`src/host_name_syntax_check_top_defines.svh`:
```
// Assertion macros for the host name syntax checker.
// Used by host_name_syntax_check_top; no other dependencies.
`ifndef HOST_NAME_SYNTAX_CHECK_TOP_DEFINES_SVH
`define HOST_NAME_SYNTAX_CHECK_TOP_DEFINES_SVH

// Same-cycle implication, checked outside reset.
`define HNSC_ASSERT_NOW(lbl, ante, cons, msg) \
   lbl: assert property (@(posedge clock) disable iff (reset) (ante) |-> (cons)) \
      else $error(msg);

// Next-cycle implication, checked outside reset.
`define HNSC_ASSERT_NEXT(lbl, ante, cons, msg) \
   lbl: assert property (@(posedge clock) disable iff (reset) (ante) |=> (cons)) \
      else $error(msg);

`endif

```
`src/hnsc_pkg.sv`:
```
// Shared constants, types and helpers of the host name syntax checker.
// No dependencies; imported by every module of the block.
`timescale 1ns / 1ps

package hnsc_pkg;

   localparam int LEVEL_MAX = 255;
   localparam int LEVEL_W   = $clog2(LEVEL_MAX + 1);

   localparam logic [7:0] CHAR_DOT        = 8'h2E;
   localparam logic [7:0] CHAR_DASH       = 8'h2D;
   localparam logic [7:0] CHAR_UNDERSCORE = 8'h5F;

   localparam logic [LEVEL_W:0] MIN_TAIL_LABELS = (LEVEL_W + 1)'(2);

   typedef struct packed {
      logic               label_starting;
      logic               prev_alnum;
      logic [LEVEL_W-1:0] label_count;
      logic [LEVEL_W-1:0] underscore_label;
      logic               found_error;
   } hnsc_state_type;

   localparam hnsc_state_type STATE_RESET = '{
      label_starting:   1'b1,
      prev_alnum:       1'b0,
      label_count:      '0,
      underscore_label: '0,
      found_error:      1'b0
   };

   function automatic logic is_alnum(input logic [7:0] c);
      return ((c >= 8'h30) && (c <= 8'h39)) ||
             ((c >= 8'h41) && (c <= 8'h5A)) ||
             ((c >= 8'h61) && (c <= 8'h7A));
   endfunction

endpackage

```
`src/hnsc_step.sv`:
```
// Next-state and verdict logic for one request of the syntax checker.
// Depends on hnsc_pkg for the state type and byte constants.
`timescale 1ns / 1ps

module hnsc_step
   import hnsc_pkg::*;
(
   input  hnsc_state_type cur_state,
   input  logic [7:0]     host_byte,
   input  logic           has_byte,
   input  logic           end_of_host,
   output hnsc_state_type nxt_state,
   output logic           verdict
);

   hnsc_state_type upd;
   logic           alnum;
   logic [LEVEL_W:0] tail_limit;

   always_comb begin
      upd   = cur_state;
      alnum = is_alnum(host_byte);
      if (has_byte && !cur_state.found_error) begin
         if (host_byte == CHAR_DOT) begin
            if (!cur_state.prev_alnum || cur_state.label_starting) begin
               upd.found_error = 1'b1;
            end else begin
               upd.label_starting = 1'b1;
            end
         end else begin
            upd.prev_alnum = alnum;
            if (cur_state.label_starting) begin
               if (!alnum) begin
                  upd.found_error = 1'b1;
               end else begin
                  upd.label_starting = 1'b0;
                  if (cur_state.label_count < LEVEL_W'(LEVEL_MAX)) begin
                     upd.label_count = cur_state.label_count + LEVEL_W'(1);
                  end
               end
            end else if (alnum || host_byte == CHAR_DASH) begin
               upd.found_error = cur_state.found_error;
            end else if (host_byte == CHAR_UNDERSCORE) begin
               upd.underscore_label = cur_state.label_count;
            end else begin
               upd.found_error = 1'b1;
            end
         end
      end
   end

   assign tail_limit = {1'b0, upd.underscore_label} + MIN_TAIL_LABELS;

   assign verdict = upd.found_error ||
                    ((upd.underscore_label != '0) &&
                     ({1'b0, upd.label_count} < tail_limit));

   assign nxt_state = end_of_host ? STATE_RESET : upd;

endmodule

```
`src/host_name_syntax_check_top.sv`:
```
// Host name syntax checker: request stage register, state, result register.
// Depends on hnsc_pkg, hnsc_step and host_name_syntax_check_top_defines.svh.
//
// Usage:
//  - Requests carry one byte of a host name (req_host_byte, req_has_byte) and
//    req_end_of_host on the last one. An end request with no byte closes an
//    empty or already complete host.
//  - Only end requests produce a response: rsp_verdict is 0 for a good host
//    and 1 for a bad one. The checker then returns to its start state.
//  - Throughput: one request per cycle while no end request waits on a held
//    response; the state update in hnsc_step is combinational.
//  - Path: a taken request is checked from the stage register, and an end
//    request's verdict is then captured in the result register.
//  - Stall: a held response blocks an end request in the stage; byte requests
//    ahead pass; later ones wait. req_ready follows rsp_ready combinationally.
//  - Reset (synchronous, active high): empties both registers and restores
//    the start state; no clearing pass is needed.
`timescale 1ns / 1ps
`include "host_name_syntax_check_top_defines.svh"

module host_name_syntax_check_top
   import hnsc_pkg::*;
(
   input  logic       clock,
   input  logic       reset,
   input  logic       req_valid,
   output logic       req_ready,
   input  logic [7:0] req_host_byte,
   input  logic       req_has_byte,
   input  logic       req_end_of_host,
   output logic       rsp_valid,
   input  logic       rsp_ready,
   output logic       rsp_verdict
);

   logic           stg_valid_ff, stg_valid_in;
   logic [7:0]     stg_byte_ff;
   logic           stg_has_ff;
   logic           stg_end_ff;
   hnsc_state_type state_ff, state_in;
   logic           rsp_valid_ff, rsp_valid_in;
   logic           rsp_verdict_ff;
   logic           step_verdict;
   logic           out_free;
   logic           stg_advance;
   logic           req_take;

   hnsc_step u_step (
      .cur_state   (state_ff),
      .host_byte   (stg_byte_ff),
      .has_byte    (stg_has_ff),
      .end_of_host (stg_end_ff),
      .nxt_state   (state_in),
      .verdict     (step_verdict)
   );

   assign out_free     = !rsp_valid_ff || rsp_ready;
   assign stg_advance  = stg_valid_ff && (!stg_end_ff || out_free);
   assign req_ready    = !stg_valid_ff || stg_advance;
   assign req_take     = req_valid && req_ready;
   assign stg_valid_in = req_take || (stg_valid_ff && !stg_advance);
   assign rsp_valid_in = (stg_advance && stg_end_ff) || (rsp_valid_ff && !rsp_ready);

   always_ff @(posedge clock) begin
      if (reset) begin
         stg_valid_ff <= 1'b0;
         rsp_valid_ff <= 1'b0;
         state_ff     <= STATE_RESET;
      end else begin
         stg_valid_ff <= stg_valid_in;
         rsp_valid_ff <= rsp_valid_in;
         if (stg_advance) begin
            state_ff <= state_in;
         end
      end
   end

   always_ff @(posedge clock) begin
      if (req_take) begin
         stg_byte_ff <= req_host_byte;
         stg_has_ff  <= req_has_byte;
         stg_end_ff  <= req_end_of_host;
      end
      if (stg_advance && stg_end_ff) begin
         rsp_verdict_ff <= step_verdict;
      end
   end

   assign rsp_valid   = rsp_valid_ff;
   assign rsp_verdict = rsp_verdict_ff;

   `HNSC_ASSERT_NEXT(a_restart_after_end, stg_advance && stg_end_ff,
      state_ff == STATE_RESET, "state not restored after host end")
   `HNSC_ASSERT_NOW(a_underscore_le_count, 1'b1,
      state_ff.underscore_label <= state_ff.label_count,
      "underscore label beyond label count")
   `HNSC_ASSERT_NEXT(a_error_sticky, state_ff.found_error && !(stg_advance && stg_end_ff),
      state_ff.found_error, "error flag dropped before verdict")
   `HNSC_ASSERT_NEXT(a_end_blocked_hold, stg_valid_ff && stg_end_ff && !out_free,
      stg_valid_ff && stg_end_ff && $stable(state_ff), "blocked end request lost")

endmodule
```
`config.mk`:
```
export PLATFORM = sky130hd
export DESIGN_NAME = host_name_syntax_check_top
export DESIGN_NICKNAME = d
export VERILOG_FILES = /design/src/hnsc_pkg.sv /design/src/hnsc_step.sv /design/src/host_name_syntax_check_top.sv
export VERILOG_INCLUDE_DIRS = /design/src /design/src/src
export SDC_FILE = /design/constraint.sdc
export NUM_CORES = 1
export LEC_CHECK = 0
export ABC_AREA = 1
export BUFFER_PORTS_ARGS = -buffer_cell sky130_fd_sc_hd__buf_2
export CAP_MARGIN = 5
export CORE_ASPECT_RATIO = 1.75
export CORE_MARGIN = 2
export CORE_UTILIZATION = 64
export DETAILED_ROUTE_END_ITERATION = 6
export PLACE_DENSITY_LB_ADDON = 0.08
export SYNTH_ARGS = -nofsm -noshare
export SYNTH_HDL_FRONTEND = slang
export SYNTH_SLANG_ARGS = --single-unit
```
`constraint.sdc`:
```
create_clock -name clock -period 4.95 [get_ports clock]
set_input_delay 0.99 -clock clock [delete_from_list [all_inputs] [get_ports clock]]
set_output_delay 0.99 -clock clock [all_outputs]
set_load 0.02 [all_outputs]
```
Word-level counts from Yosys, hierarchy flattened
Index checks and enable logic that the tools add are counted.
Widths: inputs -> output; s select.

storage, ports and cells
  flip-flop bits (word level) = 32
  input port bits = 14

operators by class
  multiplexer cells = 19
  reductions and logical operators = 31
  add/sub/neg operators = 2
  equality and inequality tests = 5
  $lt $le $gt $ge = 8

operator list
  cell                 number
  $mux 8               6
  $mux 19              2
  $mux 17              1
  $eq 8x6->1 const B   2
  $ge 8x7->1 const B   2
  $le 8x7->1 const B   2
  $logic_and 1x1->1    10
  $logic_or 1x1->1     10
  $mux 1               10
  $add 8x2->9 const B  1
  $lt 8x9->1           1
  $add 8x1->8 const B  1
  $eq 8x7->1 const B   1
  $ge 8x6->1 const B   1
  $le 8x6->1 const B   1
  $lt 8x8->1 const B   1
  $reduce_bool 8->1    1
  $logic_not 1->1      7
  $reduce_and 3->1     2
  $ne 3x3->1 const B   1
  $ne 2x2->1 const B   1
  $reduce_bool 2->1    1

Depth between registers and ports, before layout
Gate-level depths: netlist of run 1.

  word-level depth = 13
  depth in mapped cells = 20

Hierarchy
From an unflattened synthesis of run 1, not the netlist that was laid out.

second synthesis, totals
  cells, all modules = 370
  area, all modules = 2459.9 um^2

by module, submodules not included
  module                      cells an instance  area an instance (um^2)  sequential area each (um^2)  times used
  host_name_syntax_check_top  151                1313.8                   750.7                        1
  hnsc_step                   219                1146.1                   0.0                          1

Worst setup path before layout of run 1
OpenSTA, ideal clock, no wires.

  path type = flip-flop to flip-flop
  start point = reg stg_byte_ff[3]
  end point = reg rsp_verdict_ff (netlist: rsp_verdict), data pin
  cell stages (with the launch flop) = 18
  required time = 4.697 ns
  arrival time = 2.300 ns
  period minus slack after synthesis = 2.553 ns
  slack = 2.397 ns
  path buffers = 0
  cell sequence = edfxtp_1 nand2_2 nor2_2 a21oi_2 nand2_4 nand2_1 nand2_1 inv_1 ha_1 nand3_1 nor3_1 xor2_1 ha_1 inv_1 nor2_1 nand4_1 nand3_1 nand2_1

on the way
  word-level cells in the longest chain between the ends = 13
  elaborated cells on any way between the ends = 32
  those cells by class = add/sub (1); order compare (7); eq/ne (3); mux (12); reduce/logical (9)

RTL lines
  item                                      RTL line                          text
  start, declared                           host_name_syntax_check_top.sv:37  logic [7:0] stg_byte_ff;
  start signal, assigned                    host_name_syntax_check_top.sv:80  stg_byte_ff <= req_host_byte;
  $ge 8x6->1, or another cell as far along  hnsc_pkg.sv:33                    return ((c >= 8'h30) && (c <= 8'h39)) ||
  $logic_and 1x1->1 (on tied branches)      hnsc_pkg.sv:33, hnsc_pkg.sv:34
  $logic_or 1x1->1                          hnsc_pkg.sv:33
  $logic_or 1x1->1                          hnsc_pkg.sv:34                    ((c >= 8'h41) && (c <= 8'h5A)) ||
  $logic_or 1x1->1                          hnsc_step.sv:41                   end else if (alnum || host_byte == CHAR_DASH) begin
  $mux 8                                    hnsc_step.sv:41
  $mux 8                                    hnsc_step.sv:32                   if (cur_state.label_starting) begin
  $mux 17                                   hnsc_step.sv:24                   if (host_byte == CHAR_DOT) begin
  $mux 19 (*)                               hnsc_step.sv:23                   if (has_byte && !cur_state.found_error) begin
  $add 8x2->9                               hnsc_step.sv:52                   assign tail_limit = {1'b0, upd.underscore_label} + MIN_TAIL_LABELS;
  $lt 8x9->1                                hnsc_step.sv:56                   ({1'b0, upd.label_count} < tail_limit));
  $logic_and 1x1->1                         hnsc_step.sv:55                   ((upd.underscore_label != '0) &&
  $logic_or 1x1->1 (*)                      hnsc_step.sv:54                   assign verdict = upd.found_error ||
  via step_verdict                          host_name_syntax_check_top.sv:43  logic step_verdict;
  end signal, assigned                      host_name_syntax_check_top.sv:85  rsp_verdict_ff <= step_verdict;
  end, declared                             host_name_syntax_check_top.sv:42  logic rsp_verdict_ff;

Mark *: on every way through the listed nets, which the timed path passes. The rest lies on a longest branch. The select of a mux whose other input is x is not followed.
A chain may end at the register's enable or synchronous reset.

Worst setup path after layout of run 1
Ends and elaborated chain as after synthesis.

==> impl_metrics.toml, run 1 <==
[run_status]
run_status = "completed"

[timing]
setup_total_negative_slack_ns = 0
final.setup_skew_ns = 0.00579
final_max_slew_viol_count = 0
final.min_clock_period_ns = 2.90
final_hold_viol_count = 0
post-route-worst-setup-slack_ns = 2.05
final-setup-viol-count = 0
slew-limit-headroom_pct = 19.7
slew_worst_pin_ns = 1.20
grt_setup_unrepaired = "no"
maxClockFrequency_mhz = 345
period_utilization_post_route_pct = 58.6

[synthesis]
yosys_warnings = 0
synth.ff_latch_count = 32
yosys.cell_count.top_type = "sky130_fd_sc_hd__nand2_1"
ys_seq_area_share_pct = 36.4
synth_top_flop_cell = "sky130_fd_sc_hd__dfxtp_1"
synthCells = 288
synth_top_cell_area_share_pct = 20.4
count_of_distinct_cell_types_in_the_synthesized_netlist = 31
synthesis.area_um2 = 2060
synth-edff-count = 11
synth_largest_area_cell = "sky130_fd_sc_hd__dfxtp_1"
synth_common_cells = "76 x sky130_fd_sc_hd__nand2_1, 41 x sky130_fd_sc_hd__inv_1, 22 x sky130_fd_sc_hd__a21oi_1"
syn-num-nets = 311
synth_async_sr_flop_share_pct = 0
syn_avg_cell_area_um2 = 7.16
synth.area.top_cells = "sky130_fd_sc_hd__dfxtp_1 20%, sky130_fd_sc_hd__edfxtp_1 16%, sky130_fd_sc_hd__nand2_1 14%"

[job]
max-cap-violations = 0

[detailed_routing]
postRouteAntennaNets = 0
dr.max_layer_used = "met4"
total_length_of_routed_met2_wires_mm = 2.46
drtIter0Drc = 23
drt_pre_antenna_iters = 4
wire_per_inst_um = 12.5
num_vias = 1838
drc = 0
routed_wirelength_mm = 4.36
met1Wirelength_mm = 1.58
wl_met3_um = 112
vias_per_cell = 5.25

[setup_path]
worstPathCellList = "nand2_2, nor2_2, a21oi_2, nand2_4, nand2_1, nand2_1, inv_1, ha_1, nand3_1, nor3_1, xor2_1, ha_1, inv_1, nor2_1, nand4_1, nand3_1, nand2_1"
worst_path_largest_cell_delay_ns = 0.44
timing.rr.end = "rsp_verdict$_DFFE_PP_"
ff2ff_path_depth = 17
worstSetupEndpointType = "flop"
crit_type = "flop to flop"
reg2reg_setup_slack_ns = 2.05
critPathSlowestCell = "sky130_fd_sc_hd__edfxtp_1"
critical_path.reg2reg.startpoint = "stg_byte_ff[3]$_DFFE_PP_"
worst_setup_path_startpoint = "stg_byte_ff[3]$_DFFE_PP_"
worst_setup_path_start_kind = "flop"
cp_data_arrival_time_ns = 2.95
worst-endpoint-required_ns = 5.00
crit_fanout = 9
critical-path-top-cell-by-count = "sky130_fd_sc_hd__nand2_1"
cp-endpoint = "rsp_verdict$_DFFE_PP_"

[clock_network]
cts_buffer_depth = 2
clk_transition_reported_paths_ns = 0.07
clock-sinks = 32
post_cts_hold_buffer_count = 0
root_buffer = "sky130_fd_sc_hd__clkbuf_8"
clock_tree.htree_level_count = 2
cts_repair_resize_count = 0
insertion_delay_ns = 0.29
post-cts-setup-buffers = 0
cts_tree = "yes"
tritoncts.num_buffers = 5

[die]
floorplan.die.height_um = 79.1
fp.dieArea_um2 = 3710
pin_count = 17
core_area_um2 = 3110
die_width_um = 46.9
initial_standard_cell_utilization_of_the_core_pct = 66.3
fp-row-count = 27

[power]
power.ir.vdd_worst_mv = 0.232
leakagePower_nw = 1.03
power.density_cell_area_nw_per_um2 = 252

[grt]
number_of_global_route_vias_before_repair = 1667
grt_pass1_wl_mm = 6.86
overflow = 0
grt_max_degree = 21
track_usage_pct = 26.4
antenna_found_initial = 0

[worst_hold_path]
hold_path_depth = 2
hold_class = "flop to flop"

[placement]
post-place-ws_ns = 1.87
gpl.final_weighted_congestion = 0.928
dp.final_hpwl_mm = 3.44
number_of_buffers_inserted_by_port_buffering = 16

[cells_and_area]
area_growth_syn_to_layout_pct = 11.0
final_layout_size_suffix_gt1_share_pct = 18.9
antenna_cell_count = 0
num-nets-final = 329
utilization_pct = 73.6
metrics by stage:
step / power [W] / hold WS, ns / std cells / cell area (µm²)
after floorplan: 0.000317 / 0.442 / 288 / 2060
after global routing: 0.000596 / 0.490 / 350 / 2290
final: 0.000576 / 0.466 / 350 / 2290
after global placement: 0.000329 / 0.453 / 342 / 2180
after CTS: 0.000579 / 0.467 / 350 / 2290
after detailed placement: 0.000330 / 0.457 / 342 / 2180
how the worst min path moves through the flow:
stage	from	to	slack [ns]
final	state_ff[2]$_SDFFE_PP0P_	state_ff[2]$_SDFFE_PP0P_	0.47
after floorplan	state_ff[6]$_SDFFE_PP0P_	state_ff[6]$_SDFFE_PP0P_	0.44
after global routing	state_ff[3]$_SDFFE_PP0P_	state_ff[3]$_SDFFE_PP0P_	0.49
after global placement	state_ff[1]$_SDFFE_PP0P_	state_ff[1]$_SDFFE_PP0P_	0.45
after detailed placement	state_ff[2]$_SDFFE_PP0P_	state_ff[2]$_SDFFE_PP0P_	0.46
after CTS	state_ff[2]$_SDFFE_PP0P_	state_ff[2]$_SDFFE_PP0P_	0.47
critical path, delay by kind of cell, from the launching register on:
kind | cells | cell delay (ns)
adder cells (fa/ha/maj) | 2 | 0.51
XOR/XNOR | 1 | 0.11
AO/OA/AOI/OAI | 1 | 0.23
AND/OR/NAND/NOR | 11 | 1.18
flip-flops | 1 | 0.44
buffers and inverters | 2 | 0.18
final cells by class:
type | count | area (µm²)
inverter | 49 | 190
fill | 270 | 820
timing repair buffer | 16 | 80.1
multi-input combinational | 202 | 1100
clock inverter | 3 | 42.5
tap | 43 | 53.8
sequential | 32 | 751
clock buffer | 5 | 68.8
metal layers:
layer / track usage, % / up-vias
li1: - / 957
met1: 22.5 / 833
met2: 49.3 / 33
met3: 5.68 / 15
met4: 16.4 / 0
met5: 0 / -
kinds of logic (layout without fill, tap and decap cells):
logic type,Yosys count,count (layout),share of synthesized area [%]
AND/OR/NAND/NOR,142,142,32.6
buffers and inverters,54,73,10.1
AO/OA/AOI/OAI,42,42,11.6
XOR/XNOR,9,9,3.82
flip-flops,32,32,36.4
adder cells (fa/ha/maj),9,9,5.46
registers in the layout, indices dropped and copies added, names as in the netlist:
register	cells
state_ff	19
stg_has_ff	1
stg_end_ff	1
stg_byte_ff	8
rsp_verdict	1
stg_valid_ff	1
rsp_valid	1
where the power goes:
part / switching [W] / total, W / internal, W
combinational: 0.0000279 / 0.0000401 / 0.0000123
sequential: 0.00000460 / 0.000284 / 0.000279
clock: 0.000103 / 0.000252 / 0.000149
cell usage in the layout (no fill, tap or decap), types with 2 or more instances in the layout:
master / synthesis / final
sky130_fd_sc_hd__a21oi_1: 22 / 22
sky130_fd_sc_hd__buf_2: 0 / 16
sky130_fd_sc_hd__clkbuf_8: 0 / 5
sky130_fd_sc_hd__clkinv_2: 1 / 2
sky130_fd_sc_hd__dfxtp_1: 21 / 21
sky130_fd_sc_hd__edfxtp_1: 11 / 11
sky130_fd_sc_hd__ha_1: 9 / 9
sky130_fd_sc_hd__inv_1: 41 / 41
sky130_fd_sc_hd__inv_2: 5 / 5
sky130_fd_sc_hd__inv_4: 2 / 2
sky130_fd_sc_hd__nand2_1: 76 / 76
sky130_fd_sc_hd__nand2_2: 12 / 12
sky130_fd_sc_hd__nand2_4: 3 / 3
sky130_fd_sc_hd__nand3_1: 17 / 17
sky130_fd_sc_hd__nand4_1: 2 / 2
sky130_fd_sc_hd__nor2_1: 14 / 14
sky130_fd_sc_hd__nor2_2: 5 / 5
sky130_fd_sc_hd__nor2_4: 2 / 2
sky130_fd_sc_hd__nor3_1: 8 / 8
sky130_fd_sc_hd__o21ai_0: 12 / 12
sky130_fd_sc_hd__xor2_1: 9 / 9
(Power assumes the default switching activity.)
==> inputs of run 2 (changes only) <==
--- a/config.mk
+++ b/config.mk
@@ -6,12 +6,12 @@
 export SDC_FILE = /design/constraint.sdc
 export NUM_CORES = 1
 export LEC_CHECK = 0
-export ABC_AREA = 1
+export ABC_AREA = 0
 export BUFFER_PORTS_ARGS = -buffer_cell sky130_fd_sc_hd__buf_2
 export CAP_MARGIN = 5
 export CORE_ASPECT_RATIO = 1.75
 export CORE_MARGIN = 2
-export CORE_UTILIZATION = 64
+export CORE_UTILIZATION = 60
 export DETAILED_ROUTE_END_ITERATION = 6
 export PLACE_DENSITY_LB_ADDON = 0.08
 export SYNTH_ARGS = -nofsm -noshare
==> constraint.sdc (replaced) <==
create_clock -name clock -period 3 [get_ports clock]
set_input_delay 0.6 -clock clock [delete_from_list [all_inputs] [get_ports clock]]
set_output_delay 0.6 -clock clock [all_outputs]
set_load 0.02 [all_outputs]
==> impl_metrics.toml, run 2 <==
[run_status]
run_status = "complete, but fails checks"
violations_in_the_final_reports = "negative setup slack"

[power]
power.density_cell_area_nw_per_um2 = 353
power.ir.vdd_worst_mv = 0.295
leakagePower_nw = 1.00
finalPower_w = 0.000894

[timing]
final_max_slew_viol_count = 0
period_utilization_post_route_pct = 101
setup_total_negative_slack_ns = -0.0161
final.min_clock_period_ns = 3.02
final.setup_skew_ns = 0.0106
slew_worst_pin_ns = 0.713
maxClockFrequency_mhz = 332
slew-limit-headroom_pct = 52.0
final-setup-viol-count = 1
post-route-worst-setup-slack_ns = -0.0161
grt_setup_unrepaired = "yes"
final_hold_viol_count = 0

[placement]
gpl.final_weighted_congestion = 0.929
dp.final_hpwl_mm = 4.26
post-place-ws_ns = -0.0347
number_of_buffers_inserted_by_port_buffering = 16

[clock_network]
cts_buffer_depth = 2
clock_tree.htree_level_count = 2
root_buffer = "sky130_fd_sc_hd__clkbuf_8"
clock-sinks = 32
cts_tree = "yes"
tritoncts.num_buffers = 5
post_cts_hold_buffer_count = 0
clk_transition_reported_paths_ns = 0.07
insertion_delay_ns = 0.29

[grt]
overflow = 0
number_of_global_route_vias_before_repair = 2062
antenna_found_initial = 0
track_usage_pct = 29.8
grt_pass1_wl_mm = 9.05
grt_max_degree = 22

[worst_hold_path]
hold_path_depth = 1
min_delay_worst_endpoint = "stg_byte_ff[0]$_DFFE_PP_"
hold_path_startpoint = "req_host_byte[0]"
hold_class = "primary input to flop"

[cells_and_area]
largestRegisters = "state_ff (19), stg_byte_ff (8)"
most-common-layout-cells = "28 x sky130_fd_sc_hd__buf_4, 25 x sky130_fd_sc_hd__nand2_1, 21 x sky130_fd_sc_hd__dfxtp_1"
largest_register_ff_count = 19
most_flops_register = "state_ff"
final_layout_size_suffix_gt1_share_pct = 24.6
num-nets-final = 302
mostFrequentLayoutCell = "sky130_fd_sc_hd__buf_4"
area_growth_syn_to_layout_pct = 19.7
antenna_cell_count = 0

[synthesis]
synth_common_cells = "26 x sky130_fd_sc_hd__nand2_1, 21 x sky130_fd_sc_hd__dfxtp_1, 17 x sky130_fd_sc_hd__nor2_1"
syn-num-nets = 263
synthesis.area_um2 = 2110
synth_largest_area_cell = "sky130_fd_sc_hd__dfxtp_1"
synth_async_sr_flop_share_pct = 0
syn_avg_cell_area_um2 = 8.81
synth.ff_latch_count = 32
yosys_warnings = 0
count_of_distinct_cell_types_in_the_synthesized_netlist = 53
ys_seq_area_share_pct = 35.5
synthCells = 240
synth.area.top_cells = "sky130_fd_sc_hd__dfxtp_1 20%, sky130_fd_sc_hd__edfxtp_1 16%, sky130_fd_sc_hd__ha_1 5.3%"
synth-edff-count = 11
yosys.cell_count.top_type = "sky130_fd_sc_hd__nand2_1"
synth_top_cell_area_share_pct = 19.9
synth_top_flop_cell = "sky130_fd_sc_hd__dfxtp_1"

[die]
fp-row-count = 28
floorplan.die.height_um = 82.5
fp.dieArea_um2 = 4030
core_area_um2 = 3360
initial_standard_cell_utilization_of_the_core_pct = 62.8
pin_count = 17
die_width_um = 48.9

[detailed_routing]
drt_pre_antenna_iters = 4
wire_per_inst_um = 17.3
drc = 0
drtIter0Drc = 114
postRouteAntennaNets = 0
vias_per_cell = 6.26
num_vias = 2035
routed_wirelength_mm = 5.61

[setup_path]
worst-endpoint-required_ns = 3.14
crit_fanout = 5
crit_type = "flop to flop"
critical_path.reg2reg.startpoint = "stg_byte_ff[7]$_DFFE_PP_"
worstSetupEndpointType = "flop"
ff2ff_path_depth = 14
timing.rr.end = "rsp_verdict$_DFFE_PP_"
reg2reg_setup_slack_ns = -0.02
cp_data_arrival_time_ns = 3.15
worst_setup_path_start_kind = "flop"

[job]
max-cap-violations = 0
-- run 2: layout make-up --
type	count	area, µm²
multi-input cells	186	1310
fillers	280	833
flip-flops and latches	32	751
repair buffers	44	290
clock buffers	7	76.3
well taps	45	56.3
inverters	10	37.5
clock inverters	1	5.00
-- run 2: worst max-delay path by stage --
stage | from | endpoint | cells after the start
floorplan | stg_byte_ff[7]$_DFFE_PP_ | rsp_verdict$_DFFE_PP_ | 14
global placement | stg_byte_ff[7]$_DFFE_PP_ | rsp_verdict$_DFFE_PP_ | 14
detailed placement | stg_byte_ff[7]$_DFFE_PP_ | rsp_verdict$_DFFE_PP_ | 13
CTS | stg_byte_ff[7]$_DFFE_PP_ | rsp_verdict$_DFFE_PP_ | 13
global route | stg_byte_ff[7]$_DFFE_PP_ | rsp_verdict$_DFFE_PP_ | 14
finish | stg_byte_ff[7]$_DFFE_PP_ | rsp_verdict$_DFFE_PP_ | 14
-- run 2: layer usage --
layer  wire [µm]  vias to the layer above  track usage, %
met3         281                       29            5.40
met5           0                        -               0
li1            -                      977               -
met2        3020                       74            57.7
met1        2010                      955            27.7
met4         304                        0            21.4
-- run 2: worst max-delay path, cell delays in order (launching register included) --
cell	delay, ns
sky130_fd_sc_hd__edfxtp_1	0.39
sky130_fd_sc_hd__and4bb_2	0.36
sky130_fd_sc_hd__nand4_1	0.21
sky130_fd_sc_hd__mux2_4	0.39
sky130_fd_sc_hd__ha_4	0.19
sky130_fd_sc_hd__nand3_1	0.09
sky130_fd_sc_hd__xor2_1	0.15
sky130_fd_sc_hd__nand2_1	0.06
sky130_fd_sc_hd__o21ai_0	0.08
sky130_fd_sc_hd__ha_2	0.29
sky130_fd_sc_hd__o21a_1	0.16
sky130_fd_sc_hd__o21a_1	0.16
sky130_fd_sc_hd__o22ai_1	0.14
sky130_fd_sc_hd__nor3_1	0.06
sky130_fd_sc_hd__o211ai_1	0.15
-- run 2: stage by stage --
stage	cell area [µm²]	util, %	hold slack (ns)	instances
2_1_floorplan	2140	-	0.456	240
3_3_place_gp	2420	71.9	0.511	315
3_5_place_dp	2420	71.9	0.519	315
4_1_cts	2500	74.5	0.480	323
5_1_grt	2530	75.2	0.476	325
6_report	2530	75.2	0.480	325
-- run 2: report_power, final --
| part | switching [W] | internal (W) | total [W] |
|---|---|---|---|
| clock | 0.000161 | 0.000163 | 0.000324 |
| combinational | 0.0000557 | 0.0000422 | 0.0000979 |
| sequential | 0.0000111 | 0.000461 | 0.000472 |
| total | 0.000228 | 0.000666 | 0.000894 |
-- run 2: cells by family (layout without fill, tap and decap cells) --
group | count (synthesis) | count (layout) | synth area share, %
adders and majority gates | 9 | 9 | 5.33
DFF | 32 | 32 | 35.5
AOI/OAI and AO/OA | 62 | 62 | 22.0
xor gates and xnor gates | 13 | 13 | 5.39
muxes | 5 | 5 | 2.55
buffers and inverters | 22 | 62 | 4.50
and+or+nand+nor | 97 | 97 | 24.7
-- run 2: what timing repair did --
item | 4_1_cts | 5_1_grt
endpoints found under the setup margin | 1 | 1
gates resized for setup | 1 | 3
pin swaps | 1 | 6
buffers inserted | 0 | 2
==> inputs of run 3 (changes only) <==
--- a/config.mk
+++ b/config.mk
@@ -14,6 +14,7 @@
 export CORE_UTILIZATION = 60
 export DETAILED_ROUTE_END_ITERATION = 6
 export PLACE_DENSITY_LB_ADDON = 0.08
+export RECOVER_POWER = 100
 export SYNTH_ARGS = -nofsm -noshare
 export SYNTH_HDL_FRONTEND = slang
 export SYNTH_SLANG_ARGS = --single-unit
==> impl_metrics.toml, run 3 (synthesis gave the netlist of run 2 again) <==
[run_status]
run_status = "complete, but fails checks"
violations_in_the_final_reports = "negative setup slack"

[worst_hold_path]
hold_path_startpoint = "req_host_byte[0]"
hold_class = "primary input to flop"

[cells_and_area]
num-nets-final = 302
fillCellCount = 284
largest_register_ff_count = 19
ff_latch_area_um2 = 751
largestRegisters = "state_ff (19), stg_byte_ff (8)"
area_of_combinational_cells_with_multiple_inputs_um2 = 1310
utilization_pct = 75.0
antenna_cell_count = 0
most_flops_register = "state_ff"
final_layout_size_suffix_gt1_share_pct = 23.6
mostFrequentLayoutCell = "sky130_fd_sc_hd__buf_4"
most-common-layout-cells = "27 x sky130_fd_sc_hd__buf_4, 25 x sky130_fd_sc_hd__nand2_1, 21 x sky130_fd_sc_hd__dfxtp_1"
area_growth_syn_to_layout_pct = 19.4

[power]
clock_power_share_pct = 36.3
p_sw_share_pct = 25.5
total_switching_power_w = 0.000228
comb_power_share_pct = 10.9
leakagePower_nw = 0.990
power.density_cell_area_nw_per_um2 = 354
power.ir.vdd_worst_mv = 0.294
p_int_w = 0.000665
share_seq_of_total_power_pct = 52.9

[grt]
number_of_global_route_vias_before_repair = 2062
grt_max_degree = 22
antenna_found_initial = 0
grt_pass1_wl_mm = 9.05
track_usage_pct = 29.8
overflow = 0

[timing]
worst_hold_slack_ns = 0.480
slew_worst_pin_ns = 0.706
final_hold_viol_count = 0
final-setup-viol-count = 1
slew-limit-headroom_pct = 52.5
final_max_slew_viol_count = 0
grt_setup_unrepaired = "yes"
post-route-worst-setup-slack_ns = -0.0168
maxClockFrequency_mhz = 331
period_utilization_post_route_pct = 101
final.min_clock_period_ns = 3.02
final.setup_skew_ns = 0.0107

[clock_network]
cts_tree = "yes"
post_cts_hold_buffer_count = 0
tritoncts.num_buffers = 5
cts_buffer_depth = 2
clock_tree.htree_level_count = 2
clock-sinks = 32
clk_transition_reported_paths_ns = 0.07
root_buffer = "sky130_fd_sc_hd__clkbuf_8"
insertion_delay_ns = 0.29

[die]
floorplan.die.height_um = 82.5
initial_standard_cell_utilization_of_the_core_pct = 62.8
die_width_um = 48.9
core_area_um2 = 3360
fp-row-count = 28
fp.dieArea_um2 = 4030
pin_count = 17

[detailed_routing]
drtIter0Drc = 114
vias_per_cell = 6.21
drc = 0
routed_wirelength_mm = 5.56
wire_per_inst_um = 17.1
postRouteAntennaNets = 0
num_vias = 2018
drt_pre_antenna_iters = 4

[placement]
gpl.final_weighted_congestion = 0.929
number_of_buffers_inserted_by_port_buffering = 16
dp.final_hpwl_mm = 4.26

[setup_path]
crit_type = "flop to flop"
critical_path.reg2reg.startpoint = "stg_byte_ff[7]$_DFFE_PP_"
worstSetupEndpointType = "flop"
reg2reg_setup_slack_ns = -0.02
worst_setup_path_startpoint = "stg_byte_ff[7]$_DFFE_PP_"
worst-endpoint-required_ns = 3.14
worst_setup_path_start_kind = "flop"
cp_data_arrival_time_ns = 3.16
crit_fanout = 5

[job]
max-cap-violations = 0
-- run 3: changes by cell type in the layout (fill, tap and decap cells not counted), sizes merged --
cell,delta
buf,-3
clkbuf,+3
-- run 3: layer usage --
| metal | track usage, % | vias to the layer above | wire, µm |
|---|---|---|---|
| li1 | - | 976 | - |
| met1 | 27.7 | 939 | 1990 |
| met2 | 57.7 | 72 | 3010 |
| met3 | 5.40 | 31 | 247 |
| met4 | 21.4 | 0 | 306 |
| met5 | 0 | - | 0 |
-- run 3: area by class of cell --
cell class	count	area share [%]
clock buffer	7	3.02
clock inverter	1	0.198
inverter	10	1.49
multi-input combinational	186	52.1
sequential	32	29.7
tap	45	2.23
timing repair buffer	44	11.3
-- run 3: path summary, 6_finish.rpt --
path | end | depth (start not counted)
worst max-delay path | rsp_verdict$_DFFE_PP_ | 14
worst min-delay path | stg_byte_ff[0]$_DFFE_PP_ | 1
worst max register to register | rsp_verdict$_DFFE_PP_ | 14
worst min register to register | state_ff[1]$_SDFFE_PP0P_ | 2
-- run 3: what timing repair did --
item                       CTS  global route
buffers inserted             0             2
setup endpoints to repair    1             1
pin swaps                    1             6
gates resized for setup      1             3
-- run 3: power by group through the flow --
stage	logic, W	clock network [W]	registers, W
after floorplan	0.0000554	0	0.000481
after CTS	0.0000956	0.000324	0.000472
final	0.0000969	0.000324	0.000472
after global routing	0.000104	0.000341	0.000474
after global placement	0.0000927	0	0.000481
after detailed placement	0.0000950	0	0.000481
-- run 3: through the flow --
step | setup WS (ns) | cells | total power [W] | TNS, ns | area (µm²)
finish | -0.0168 | 325 | 0.000893 | -0.0168 | 2520
global route | -0.194 | 325 | 0.000918 | -0.194 | 2520
CTS | 0.00897 | 323 | 0.000891 | 0 | 2500
detailed placement | -0.0347 | 315 | 0.000576 | -0.0347 | 2420
global placement | 0.0672 | 315 | 0.000574 | 0 | 2420
floorplan | -0.0629 | 240 | 0.000536 | -0.0629 | 2140
-- run 3: critical path, stage by stage (launching register included) --
cell                       delay [ns]
sky130_fd_sc_hd__edfxtp_1        0.40
sky130_fd_sc_hd__and4bb_2        0.36
sky130_fd_sc_hd__nand4_1         0.21
sky130_fd_sc_hd__mux2_4          0.39
sky130_fd_sc_hd__ha_4            0.19
sky130_fd_sc_hd__nand3_1         0.09
sky130_fd_sc_hd__xor2_1          0.15
sky130_fd_sc_hd__nand2_1         0.06
sky130_fd_sc_hd__o21ai_0         0.08
sky130_fd_sc_hd__ha_2            0.29
sky130_fd_sc_hd__o21a_1          0.16
sky130_fd_sc_hd__o21a_1          0.16
sky130_fd_sc_hd__o22ai_1         0.14
sky130_fd_sc_hd__nor3_1          0.06
sky130_fd_sc_hd__o211ai_1        0.15
